### src/hdl/gss_pkg.sv
`timescale 1ns / 1ps
// Shared types and constants for the golden-section minimum search block.
// Used by gss_ctrl, gss_dpath, the top level and gss_checker; no dependencies.

package gss_pkg;

   // result kinds on the rsp channel
   localparam logic [1:0] RK_EVAL    = 2'd0;
   localparam logic [1:0] RK_MINIMUM = 2'd1;
   localparam logic [1:0] RK_ERROR   = 2'd2;

   // transaction kinds on the req channel
   localparam logic KIND_START = 1'b0;
   localparam logic KIND_REPLY = 1'b1;

   localparam int TOL_W = 31;

   // 1/phi in Q30
   localparam int               INV_PHI_W   = 30;
   localparam logic [29:0]      INV_PHI_Q30 = 30'd663608942;
   localparam int               SPLIT_BITS  = 16;
   localparam int               ROUND_SHIFT = 14;
   localparam int               ROUND_BIT   = 13;

   typedef enum logic [1:0] {
      RES_ERROR  = 2'd0,
      RES_LO_END = 2'd1,
      RES_HI_END = 2'd2,
      RES_FINAL  = 2'd3
   } res_sel_type;

   typedef struct packed {
      logic        load_start;
      logic        store_left;
      logic        store_right;
      logic        store_end_low;
      logic        narrow;
      logic        calc_diff;
      logic        mul_lo;
      logic        mul_hi;
      logic        calc_step;
      logic        calc_probe;
      logic        probe_right;
      logic        res_load;
      res_sel_type res_sel;
      logic        load_rsp;
   } cmd_type;

   typedef struct packed {
      logic wide;
      logic left_ge_right;
   } status_type;

endpackage

### src/hdl/gss_dpath.sv
`timescale 1ns / 1ps
// Datapath: interval ends, probes and their values, the shared 1/phi multiplier,
// saturation, tolerance register and the rsp payload register. Depends on gss_pkg.

module gss_dpath #(
   parameter int DATA_WIDTH = 32,
   parameter int FRAC_BITS  = 16
) (
   input  logic                                clock,
   input  logic                                reset,
   input  gss_pkg::cmd_type                    cmd,
   output gss_pkg::status_type                 status,
   input  logic                                csr_wr_en,
   input  logic [gss_pkg::TOL_W-1:0]           csr_wr_data,
   input  logic signed [DATA_WIDTH-1:0]        req_interval_low,
   input  logic signed [DATA_WIDTH-1:0]        req_interval_high,
   input  logic signed [DATA_WIDTH-1:0]        req_func_value,
   output logic [1:0]                          rsp_result_kind,
   output logic signed [DATA_WIDTH-1:0]        rsp_point
);

   localparam int DW        = DATA_WIDTH;
   localparam int MAG_W     = DW + 1;
   localparam int EXT_W     = DW + 2;
   localparam int HI_W      = MAG_W - gss_pkg::SPLIT_BITS;
   localparam int MUL_A_W   = (HI_W > gss_pkg::SPLIT_BITS) ? HI_W : gss_pkg::SPLIT_BITS;
   localparam int PROD_W    = MUL_A_W + gss_pkg::INV_PHI_W;
   localparam int SUM_W     = PROD_W + 1;
   localparam int CMP_W     = (MAG_W > gss_pkg::TOL_W) ? MAG_W : gss_pkg::TOL_W;
   localparam int TOL_RESET = ((1 << FRAC_BITS) + 500) / 1000;

   logic signed [DW-1:0]    lo_end_ff, lo_end_in;
   logic signed [DW-1:0]    hi_end_ff, hi_end_in;
   logic signed [DW-1:0]    probe_left_ff, probe_left_in;
   logic signed [DW-1:0]    probe_right_ff, probe_right_in;
   logic signed [DW-1:0]    value_left_ff, value_left_in;
   logic signed [DW-1:0]    value_right_ff, value_right_in;
   logic signed [DW-1:0]    end_value_low_ff, end_value_low_in;
   logic [MAG_W-1:0]        mag_ff, mag_in;
   logic                    neg_ff, neg_in;
   logic [gss_pkg::INV_PHI_W-1:0] lo_term_ff, lo_term_in;
   logic [PROD_W-1:0]       hi_prod_ff, hi_prod_in;
   logic signed [EXT_W-1:0] step_ff, step_in;
   logic [1:0]              res_kind_ff, res_kind_in;
   logic signed [DW-1:0]    res_point_ff, res_point_in;
   logic [1:0]              rsp_kind_ff, rsp_kind_in;
   logic signed [DW-1:0]    rsp_point_ff, rsp_point_in;
   logic [gss_pkg::TOL_W-1:0] tolerance_ff, tolerance_in;

   logic signed [DW:0]      diff;
   logic [MUL_A_W-1:0]      mul_a;
   logic [PROD_W-1:0]       mul_p;
   logic [SUM_W-1:0]        round_sum;
   logic [MAG_W-1:0]        q_mag;
   logic signed [EXT_W-1:0] q_ext;
   logic signed [EXT_W-1:0] probe_raw;
   logic signed [DW-1:0]    probe_sat;
   logic                    probe_fits;
   logic signed [DW:0]      end_sum;
   logic signed [DW-1:0]    final_point;
   logic [gss_pkg::TOL_W-1:0] tol_eff;

   // interval width and its magnitude
   assign diff = (DW + 1)'(hi_end_ff) - (DW + 1)'(lo_end_ff);

   // shared multiplier by 1/phi: low 16 bits of the magnitude, then the rest
   assign mul_a = cmd.mul_hi ? MUL_A_W'(mag_ff[MAG_W-1:gss_pkg::SPLIT_BITS])
                             : MUL_A_W'(mag_ff[gss_pkg::SPLIT_BITS-1:0]);
   assign mul_p = PROD_W'(mul_a) * PROD_W'(gss_pkg::INV_PHI_Q30);

   assign round_sum = SUM_W'(hi_prod_ff) + (SUM_W'(1) << gss_pkg::ROUND_BIT)
                      + SUM_W'(lo_term_ff);
   assign q_mag     = MAG_W'(round_sum >> gss_pkg::ROUND_SHIFT);
   assign q_ext     = $signed({1'b0, q_mag});

   // probe with saturation to the data range
   assign probe_raw  = cmd.probe_right ? (EXT_W'(lo_end_ff) + step_ff)
                                       : (EXT_W'(hi_end_ff) - step_ff);
   assign probe_fits = (&probe_raw[EXT_W-1:DW-1]) | ~(|probe_raw[EXT_W-1:DW-1]);
   assign probe_sat  = probe_fits ? probe_raw[DW-1:0]
                     : (probe_raw[EXT_W-1] ? $signed({1'b1, {(DW-1){1'b0}}})
                                           : $signed({1'b0, {(DW-1){1'b1}}}));

   // final pick: the end with the smaller value, or floor midpoint on a tie
   assign end_sum = (DW + 1)'(lo_end_ff) + (DW + 1)'(hi_end_ff);
   always_comb begin
      if (end_value_low_ff < req_func_value) begin
         final_point = lo_end_ff;
      end else if (end_value_low_ff > req_func_value) begin
         final_point = hi_end_ff;
      end else begin
         final_point = end_sum[DW:1];
      end
   end

   assign tol_eff = (tolerance_ff == '0) ? gss_pkg::TOL_W'(1) : tolerance_ff;

   assign status.wide          = CMP_W'(mag_ff) > CMP_W'(tol_eff);
   assign status.left_ge_right = value_left_ff >= value_right_ff;

   always_comb begin
      lo_end_in        = lo_end_ff;
      hi_end_in        = hi_end_ff;
      probe_left_in    = probe_left_ff;
      probe_right_in   = probe_right_ff;
      value_left_in    = value_left_ff;
      value_right_in   = value_right_ff;
      end_value_low_in = end_value_low_ff;
      mag_in           = mag_ff;
      neg_in           = neg_ff;
      lo_term_in       = lo_term_ff;
      hi_prod_in       = hi_prod_ff;
      step_in          = step_ff;
      res_kind_in      = res_kind_ff;
      res_point_in     = res_point_ff;
      rsp_kind_in      = rsp_kind_ff;
      rsp_point_in     = rsp_point_ff;
      tolerance_in     = csr_wr_en ? csr_wr_data : tolerance_ff;

      if (cmd.load_start) begin
         lo_end_in = req_interval_low;
         hi_end_in = req_interval_high;
      end
      if (cmd.store_left) begin
         value_left_in = req_func_value;
      end
      if (cmd.store_right) begin
         value_right_in = req_func_value;
      end
      if (cmd.store_end_low) begin
         end_value_low_in = req_func_value;
      end
      if (cmd.narrow) begin
         if (status.left_ge_right) begin
            lo_end_in     = probe_left_ff;
            probe_left_in = probe_right_ff;
            value_left_in = value_right_ff;
         end else begin
            hi_end_in      = probe_right_ff;
            probe_right_in = probe_left_ff;
            value_right_in = value_left_ff;
         end
      end
      if (cmd.calc_diff) begin
         neg_in = diff[DW];
         mag_in = diff[DW] ? $unsigned(-diff) : $unsigned(diff);
      end
      if (cmd.mul_lo) begin
         lo_term_in = mul_p[gss_pkg::SPLIT_BITS +: gss_pkg::INV_PHI_W];
      end
      if (cmd.mul_hi) begin
         hi_prod_in = mul_p;
      end
      if (cmd.calc_step) begin
         step_in = neg_ff ? -q_ext : q_ext;
      end
      if (cmd.calc_probe) begin
         res_kind_in  = gss_pkg::RK_EVAL;
         res_point_in = probe_sat;
         if (cmd.probe_right) begin
            probe_right_in = probe_sat;
         end else begin
            probe_left_in = probe_sat;
         end
      end
      if (cmd.res_load) begin
         unique case (cmd.res_sel)
            gss_pkg::RES_ERROR: begin
               res_kind_in  = gss_pkg::RK_ERROR;
               res_point_in = '0;
            end
            gss_pkg::RES_LO_END: begin
               res_kind_in  = gss_pkg::RK_EVAL;
               res_point_in = lo_end_ff;
            end
            gss_pkg::RES_HI_END: begin
               res_kind_in  = gss_pkg::RK_EVAL;
               res_point_in = hi_end_ff;
            end
            gss_pkg::RES_FINAL: begin
               res_kind_in  = gss_pkg::RK_MINIMUM;
               res_point_in = final_point;
            end
            default: begin
               res_kind_in  = gss_pkg::RK_ERROR;
               res_point_in = '0;
            end
         endcase
      end
      if (cmd.load_rsp) begin
         rsp_kind_in  = res_kind_ff;
         rsp_point_in = res_point_ff;
      end
   end

   always_ff @(posedge clock) begin
      lo_end_ff        <= lo_end_in;
      hi_end_ff        <= hi_end_in;
      probe_left_ff    <= probe_left_in;
      probe_right_ff   <= probe_right_in;
      value_left_ff    <= value_left_in;
      value_right_ff   <= value_right_in;
      end_value_low_ff <= end_value_low_in;
      mag_ff           <= mag_in;
      neg_ff           <= neg_in;
      lo_term_ff       <= lo_term_in;
      hi_prod_ff       <= hi_prod_in;
      step_ff          <= step_in;
      res_kind_ff      <= res_kind_in;
      res_point_ff     <= res_point_in;
      rsp_kind_ff      <= rsp_kind_in;
      rsp_point_ff     <= rsp_point_in;
   end

   always_ff @(posedge clock) begin
      if (reset) begin
         tolerance_ff <= gss_pkg::TOL_W'(TOL_RESET);
      end else begin
         tolerance_ff <= tolerance_in;
      end
   end

   assign rsp_result_kind = rsp_kind_ff;
   assign rsp_point       = rsp_point_ff;

endmodule

### src/hdl/gss_ctrl.sv
`timescale 1ns / 1ps
// Controller: search phase, probe-known flags, compute sequencer and rsp valid.
// Drives gss_dpath through gss_pkg::cmd_type; depends on gss_pkg.

module gss_ctrl (
   input  logic                clock,
   input  logic                reset,
   input  logic                req_valid,
   output logic                req_ready,
   input  logic                req_kind,
   output logic                rsp_valid,
   input  logic                rsp_ready,
   input  gss_pkg::status_type status,
   output gss_pkg::cmd_type    cmd
);

   typedef enum logic [7:0] {
      SQ_READY  = 8'b0000_0001,
      SQ_NARROW = 8'b0000_0010,
      SQ_DIFF   = 8'b0000_0100,
      SQ_MUL_LO = 8'b0000_1000,
      SQ_MUL_HI = 8'b0001_0000,
      SQ_STEP   = 8'b0010_0000,
      SQ_PROBE  = 8'b0100_0000,
      SQ_EMIT   = 8'b1000_0000
   } seq_type;

   typedef enum logic [4:0] {
      PH_IDLE   = 5'b0_0001,
      PH_LEFT   = 5'b0_0010,
      PH_RIGHT  = 5'b0_0100,
      PH_END_LO = 5'b0_1000,
      PH_END_HI = 5'b1_0000
   } phase_type;

   seq_type   seq_ff, seq_in;
   phase_type phase_ff, phase_in;
   logic      left_known_ff, left_known_in;
   logic      right_known_ff, right_known_in;
   logic      rsp_valid_ff, rsp_valid_in;
   logic      accept;

   assign req_ready = (seq_ff == SQ_READY);
   assign accept    = req_valid & req_ready;
   assign rsp_valid = rsp_valid_ff;

   always_comb begin
      seq_in         = seq_ff;
      phase_in       = phase_ff;
      left_known_in  = left_known_ff;
      right_known_in = right_known_ff;
      cmd            = '0;
      cmd.res_sel    = gss_pkg::RES_ERROR;

      unique case (seq_ff)
         SQ_READY: begin
            if (accept) begin
               if (req_kind == gss_pkg::KIND_START) begin
                  if (phase_ff == PH_IDLE) begin
                     cmd.load_start = 1'b1;
                     left_known_in  = 1'b0;
                     right_known_in = 1'b0;
                     seq_in         = SQ_DIFF;
                  end else begin
                     // start while busy: report and keep the running search
                     cmd.res_load = 1'b1;
                     cmd.res_sel  = gss_pkg::RES_ERROR;
                     seq_in       = SQ_EMIT;
                  end
               end else begin
                  unique case (phase_ff)
                     PH_LEFT: begin
                        cmd.store_left = 1'b1;
                        left_known_in  = 1'b1;
                        seq_in         = right_known_ff ? SQ_NARROW : SQ_DIFF;
                     end
                     PH_RIGHT: begin
                        cmd.store_right = 1'b1;
                        right_known_in  = 1'b1;
                        seq_in          = left_known_ff ? SQ_NARROW : SQ_DIFF;
                     end
                     PH_END_LO: begin
                        cmd.store_end_low = 1'b1;
                        cmd.res_load      = 1'b1;
                        cmd.res_sel       = gss_pkg::RES_HI_END;
                        phase_in          = PH_END_HI;
                        seq_in            = SQ_EMIT;
                     end
                     PH_END_HI: begin
                        cmd.res_load   = 1'b1;
                        cmd.res_sel    = gss_pkg::RES_FINAL;
                        phase_in       = PH_IDLE;
                        left_known_in  = 1'b0;
                        right_known_in = 1'b0;
                        seq_in         = SQ_EMIT;
                     end
                     default: begin
                        // reply while idle
                        cmd.res_load = 1'b1;
                        cmd.res_sel  = gss_pkg::RES_ERROR;
                        phase_in     = PH_IDLE;
                        seq_in       = SQ_EMIT;
                     end
                  endcase
               end
            end
         end
         SQ_NARROW: begin
            cmd.narrow     = 1'b1;
            left_known_in  = status.left_ge_right;
            right_known_in = ~status.left_ge_right;
            seq_in         = SQ_DIFF;
         end
         SQ_DIFF: begin
            cmd.calc_diff = 1'b1;
            seq_in        = SQ_MUL_LO;
         end
         SQ_MUL_LO: begin
            if (status.wide) begin
               cmd.mul_lo = 1'b1;
               seq_in     = SQ_MUL_HI;
            end else begin
               cmd.res_load = 1'b1;
               cmd.res_sel  = gss_pkg::RES_LO_END;
               phase_in     = PH_END_LO;
               seq_in       = SQ_EMIT;
            end
         end
         SQ_MUL_HI: begin
            cmd.mul_hi = 1'b1;
            seq_in     = SQ_STEP;
         end
         SQ_STEP: begin
            cmd.calc_step = 1'b1;
            seq_in        = SQ_PROBE;
         end
         SQ_PROBE: begin
            cmd.calc_probe  = 1'b1;
            cmd.probe_right = left_known_ff;
            phase_in        = left_known_ff ? PH_RIGHT : PH_LEFT;
            seq_in          = SQ_EMIT;
         end
         SQ_EMIT: begin
            if (!rsp_valid_ff || rsp_ready) begin
               cmd.load_rsp = 1'b1;
               seq_in       = SQ_READY;
            end
         end
         default: begin
            seq_in = SQ_READY;
         end
      endcase
   end

   always_comb begin
      if (cmd.load_rsp) begin
         rsp_valid_in = 1'b1;
      end else if (rsp_ready) begin
         rsp_valid_in = 1'b0;
      end else begin
         rsp_valid_in = rsp_valid_ff;
      end
   end

   always_ff @(posedge clock) begin
      if (reset) begin
         seq_ff         <= SQ_READY;
         phase_ff       <= PH_IDLE;
         left_known_ff  <= 1'b0;
         right_known_ff <= 1'b0;
         rsp_valid_ff   <= 1'b0;
      end else begin
         seq_ff         <= seq_in;
         phase_ff       <= phase_in;
         left_known_ff  <= left_known_in;
         right_known_ff <= right_known_in;
         rsp_valid_ff   <= rsp_valid_in;
      end
   end

endmodule

### src/hdl/golden_section_minimum_search_top.sv
`timescale 1ns / 1ps
// Golden-section minimum search, top level: joins gss_ctrl and gss_dpath.
// Depends on gss_pkg, gss_ctrl and gss_dpath.
//
// Usage:
//   req channel (valid/ready): a start transaction (req_kind = 0) carries an
//   interval; each reply transaction (req_kind = 1) carries f() at the point
//   the block last asked for. Every transaction yields exactly one rsp
//   transaction: an evaluate request (kind 0), the minimum found (kind 1),
//   or a protocol error (kind 2, point 0) for a start while a search runs or
//   a reply while idle. Errors leave the running search untouched.
//   csr port: csr_wr_en writes csr_wr_data into the tolerance register at
//   once; write it only while the block is idle.
//   From accept to rsp_valid: errors and end-point requests load the result
//   register, then rsp; other requests have the width checked against the
//   tolerance and, if it is wider, compute step and probe, and a reply that
//   completes a pair narrows the interval first. The 1/phi product runs
//   through one shared multiplier in two passes (low 16 bits, then the rest).
//   One transaction is in flight at a time; req_ready returns as rsp is loaded.
//   rsp holds in a register: a stalled receiver keeps rsp_valid and the
//   payload stable, and the block holds its next result until it drains.
//   Reset (synchronous, active high) returns to idle with tolerance 66 at
//   the default FRAC_BITS and drops any pending result.

module golden_section_minimum_search_top #(
   parameter int DATA_WIDTH = 32,
   parameter int FRAC_BITS  = 16
) (
   input  logic                          clock,
   input  logic                          reset,
   input  logic                          req_valid,
   output logic                          req_ready,
   input  logic                          req_kind,
   input  logic signed [DATA_WIDTH-1:0]  req_interval_low,
   input  logic signed [DATA_WIDTH-1:0]  req_interval_high,
   input  logic signed [DATA_WIDTH-1:0]  req_func_value,
   output logic                          rsp_valid,
   input  logic                          rsp_ready,
   output logic [1:0]                    rsp_result_kind,
   output logic signed [DATA_WIDTH-1:0]  rsp_point,
   input  logic                          csr_wr_en,
   input  logic [gss_pkg::TOL_W-1:0]     csr_wr_data
);

   gss_pkg::cmd_type    cmd;
   gss_pkg::status_type status;

   // sequencing, phase tracking and the rsp valid flag
   gss_ctrl u_ctrl (
      .clock     (clock),
      .reset     (reset),
      .req_valid (req_valid),
      .req_ready (req_ready),
      .req_kind  (req_kind),
      .rsp_valid (rsp_valid),
      .rsp_ready (rsp_ready),
      .status    (status),
      .cmd       (cmd)
   );

   // interval, probes, arithmetic, tolerance and rsp payload
   gss_dpath #(
      .DATA_WIDTH (DATA_WIDTH),
      .FRAC_BITS  (FRAC_BITS)
   ) u_dpath (
      .clock             (clock),
      .reset             (reset),
      .cmd               (cmd),
      .status            (status),
      .csr_wr_en         (csr_wr_en),
      .csr_wr_data       (csr_wr_data),
      .req_interval_low  (req_interval_low),
      .req_interval_high (req_interval_high),
      .req_func_value    (req_func_value),
      .rsp_result_kind   (rsp_result_kind),
      .rsp_point         (rsp_point)
   );

endmodule

### config.mk
export PLATFORM = sky130hd
export DESIGN_NAME = golden_section_minimum_search_top
export DESIGN_NICKNAME = d
export VERILOG_FILES = /design/src/hdl/gss_pkg.sv /design/src/hdl/gss_dpath.sv /design/src/hdl/gss_ctrl.sv /design/src/hdl/golden_section_minimum_search_top.sv
export SDC_FILE = /design/constraint.sdc
export NUM_CORES = 2
export LEC_CHECK = 0
export BUFFER_PORTS_ARGS = -buffer_cell sky130_fd_sc_hd__buf_2
export CAP_MARGIN = 20
export CORE_ASPECT_RATIO = 1.5
export CORE_MARGIN = 10
export CORE_UTILIZATION = 52
export DETAILED_ROUTE_END_ITERATION = 8
export GPL_TIMING_DRIVEN = 0
export PLACE_DENSITY = 0.7
export SLEW_MARGIN = 20
export SYNTH_ARGS = -nofsm -noshare
export SYNTH_HDL_FRONTEND = slang
export SYNTH_HIERARCHICAL = 1
export SYNTH_SLANG_ARGS = --single-unit
### constraint.sdc
create_clock -name clock -period 12.4 [get_ports clock]
set_input_delay 1.24 -clock clock [delete_from_list [all_inputs] [get_ports clock]]
set_output_delay 1.24 -clock clock [all_outputs]
set_load 0.1 [all_outputs]
==> flow_metrics.env <==
export IMPL_postCtsHoldBufs=0
export IMPL_reg2regPathDepth=31
export IMPL_crit_path_end_kind="flip-flop"
export IMPL_place_gp_congestion=1.04
export IMPL_wl_met2_um=70300
export IMPL_cts_tree="done"
export IMPL_synth_most_common_cell="inv_1"
export IMPL_crit_top_cell="fa_1"
export IMPL_max_cap_violations=0
export IMPL_io_pins=169
export IMPL_layout_drive_gt1_share_pct=7.40
export IMPL_post_cts_buffers=0
export IMPL_rsz0062_at_grt="no"
export IMPL_firstDrtPassIters=7
export IMPL_die_h_um=365
export IMPL_post_route_period_util_pct=91.9
export IMPL_drt_wl_total_um=135000
export IMPL_final_cell_area_mm2=0.0451
export IMPL_vias=34500
export IMPL_max_slew_margin_pct=25.2
export IMPL_crit_fanout=15
export IMPL_numCtsBuffers=48
export IMPL_die_w_um=250
export IMPL_portBuffers=167
export IMPL_clkSinkCount=482
export IMPL_worstSkewPairLatency_ns=0.63
export IMPL_top_layer_used="met4"
export IMPL_synthTopCellsByArea="edfxtp_1 18%, ha_1 13%, dfxtp_1 12%"
export IMPL_final_cells=5769
export IMPL_clockBufferDepth=3
export IMPL_syn_avg_cell_area_um2=9.20
export IMPL_overflow=0
export IMPL_synth_distinct_cells=103
export IMPL_detail_route_antenna_nets=0
export IMPL_drt_met1_wl_um=47500
export IMPL_synth_seq_area_share_pct=29.3
export IMPL_synth_top_area_share_pct=17.7
export IMPL_cp_arrival_ns=11.80
export IMPL_row_count=126
export IMPL_dpl_cell_area_mm2=0.0435
export IMPL_holdWs_ns=0.419
export IMPL_async_reset_ff_share_pct=0
export IMPL_first_global_vias=34700
export IMPL_synth_edf_count=243
export IMPL_cts_root_buf="clkbuf_16"
export IMPL_worst_slew_pin_slew_ns=1.12
export IMPL_grt_max_degree=36
export IMPL_slew_violations=0
export IMPL_drtIter0Drc=2241
export IMPL_worstSetupStartpointType="flip-flop"
export IMPL_die_area_mm2=0.0913
export IMPL_yosysWarnings=6
export IMPL_postSynthNetCount=5254
export IMPL_post_cts_resized=0
export IMPL_timing_final_crit_period_ns=11.40
export IMPL_htreeDepth=2
export IMPL_critPathKind="reg2reg"
export IMPL_fillers=7162
export IMPL_yosysTopAreaCell="edfxtp_1"
export IMPL_grt_pass1_wl_um=202000
export IMPL_synth_common_cells="540 x inv_1, 444 x ha_1, 317 x nor2_1"
export IMPL_wl_per_cell_um=23.4
export IMPL_hold_viol=0
export IMPL_diodes=0
export IMPL_setup_viol=0
export IMPL_nets=5475
export IMPL_ys_ff_latch=482
export IMPL_synth_ff_type="edfxtp_1"
export IMPL_drc=0
export IMPL_track_usage_pct=28.5
export IMPL_critical_path_top_delay_family="adder cells"
export IMPL_syn2layout_area_growth_pct=9.25
export IMPL_wl_met3_um=6090
export IMPL_clkTransAtPathRegs_ns=0.06
export IMPL_syn_inst=4485
export IMPL_outcome="completed"
export IMPL_clock_fmax_ghz=0.0877
export IMPL_max_stage_delay_ns=0.80
export IMPL_cp_data_required_time_ns=12.80
export IMPL_worstSetupPathDepth=31
export IMPL_dp_cells=5680
export IMPL_holdPathStages=0
export IMPL_antenna_found_initial=0
export IMPL_hold_path_class="reg2reg"
export IMPL_via_per_inst=5.99
export IMPL_critPathSlowestCell="a2111oi_0"
export IMPL_place_hpwl_um=113000
export IMPL_crit_buf_inv=9
export IMPL_core_area_mm2=0.0787
export IMPL_initial_core_util_pct=52.5
export IMPL_finClkSkew_ns=0.0284
export IMPL_synth_cell_area_mm2=0.0413
export IMPL_fin_setup_tns_ns=0
[final timing paths]
kind                                                from                endpoint  slack, ns
worst max-delay path                    u_ctrl/seq_ff[5]  u_dpath/hi_prod_ff[45]       1.00
worst max register to register          u_ctrl/seq_ff[5]  u_dpath/hi_prod_ff[45]       1.00
worst min register to register  u_dpath/res_point_ff[11]   u_dpath/rsp_point[11]       0.42
worst min-delay path            u_dpath/res_point_ff[11]   u_dpath/rsp_point[11]       0.42
[flip-flops by register name, indices dropped and copies added (netlist names)]
| name | count |
|---|---|
| u_dpath/tolerance_ff | 31 |
| u_ctrl/left_known_ff | 1 |
| u_ctrl/right_known_ff | 1 |
| u_dpath/probe_right_ff | 32 |
| u_dpath/lo_end_ff | 32 |
| u_dpath/rsp_point | 32 |
| u_dpath/res_kind_ff | 2 |
| u_dpath/hi_end_ff | 32 |
| u_dpath/hi_prod_ff | 46 |
| u_ctrl/phase_ff | 5 |
| u_dpath/rsp_result_kind | 2 |
| u_dpath/probe_left_ff | 32 |
| u_ctrl/rsp_valid | 1 |
| u_dpath/value_left_ff | 32 |
| u_dpath/end_value_low_ff | 32 |
| u_dpath/res_point_ff | 32 |
| u_dpath/value_right_ff | 32 |
| u_dpath/lo_term_ff | 29 |
| u_dpath/mag_ff | 33 |
| u_dpath/step_ff | 34 |
| u_ctrl/seq_ff | 8 |
| u_dpath/neg_ff | 1 |
[cells in the final DEF (no fill, tap or decap), drive strengths merged, types with 53 or more instances in the layout]
cell	n
a21o	116
a21oi	291
a22oi	70
buf	207
clkbuf	219
dfxtp	239
edfxtp	243
fa	192
ha	444
inv	547
mux2i	249
nand2	268
nand3	60
nor2	319
nor3	66
o21a	53
o21ai	233
xnor2	162
xor2	60
[per-layer routing]
metal / vias to the layer above / GRT usage, %
met5: - / 0
met4: 0 / 20.6
met3: 374 / 3.34
met2: 1137 / 53.5
met1: 16700 / 28.9
li1: 16300 / -
[final cells by class]
cell class                      instances  area [um^2]  area share (%)
Buffer                                183          723            1.60
Clock buffer                           72         1420            3.15
Clock inverter                         17          160           0.355
Inverter                              540         2030            4.50
Multi-Input combinational cell       3280        26500            58.7
Sequential cell                       482        12100            26.8
Tap cell                             1024         1280            2.84
Timing Repair Buffer                  171          911            2.02
[worst register-to-register path, delay by kind of cell (launching register included)]
kind,cells,cell delay [ns]
adders and majority gates,7,3.65
AOI/OAI and AO/OA,7,2.49
buffers and inverters,9,2.06
and+or+nand+nor,6,1.81
muxes,1,0.57
DFF,1,0.35
xor gates and xnor gates,1,0.27
[kinds of logic after synthesis]
family                     Yosys count  share of synthesized area (%)
xor gates and xnor gates           222                           4.71
and+or+nand+nor                   1043                           12.4
DFF                                482                           29.3
muxes                              259                           6.31
buffers and inverters              723                           6.66
AOI/OAI and AO/OA                 1120                           17.9
adders and majority gates          636                           22.8
[per-stage QoR]
stage | setup WS, ns | utilization (%)
global route | 0.338 | 57.3
finish | 1.00 | 57.3
CTS | 0.951 | 57.3
global placement | -0.221 | 55.2
detailed placement | 1.06 | 55.3
floorplan | 2.24 | -
Power is left out: the tool's default activity adds up to more than one toggle a clock period on the data nets, which glitch-free logic cannot reach.
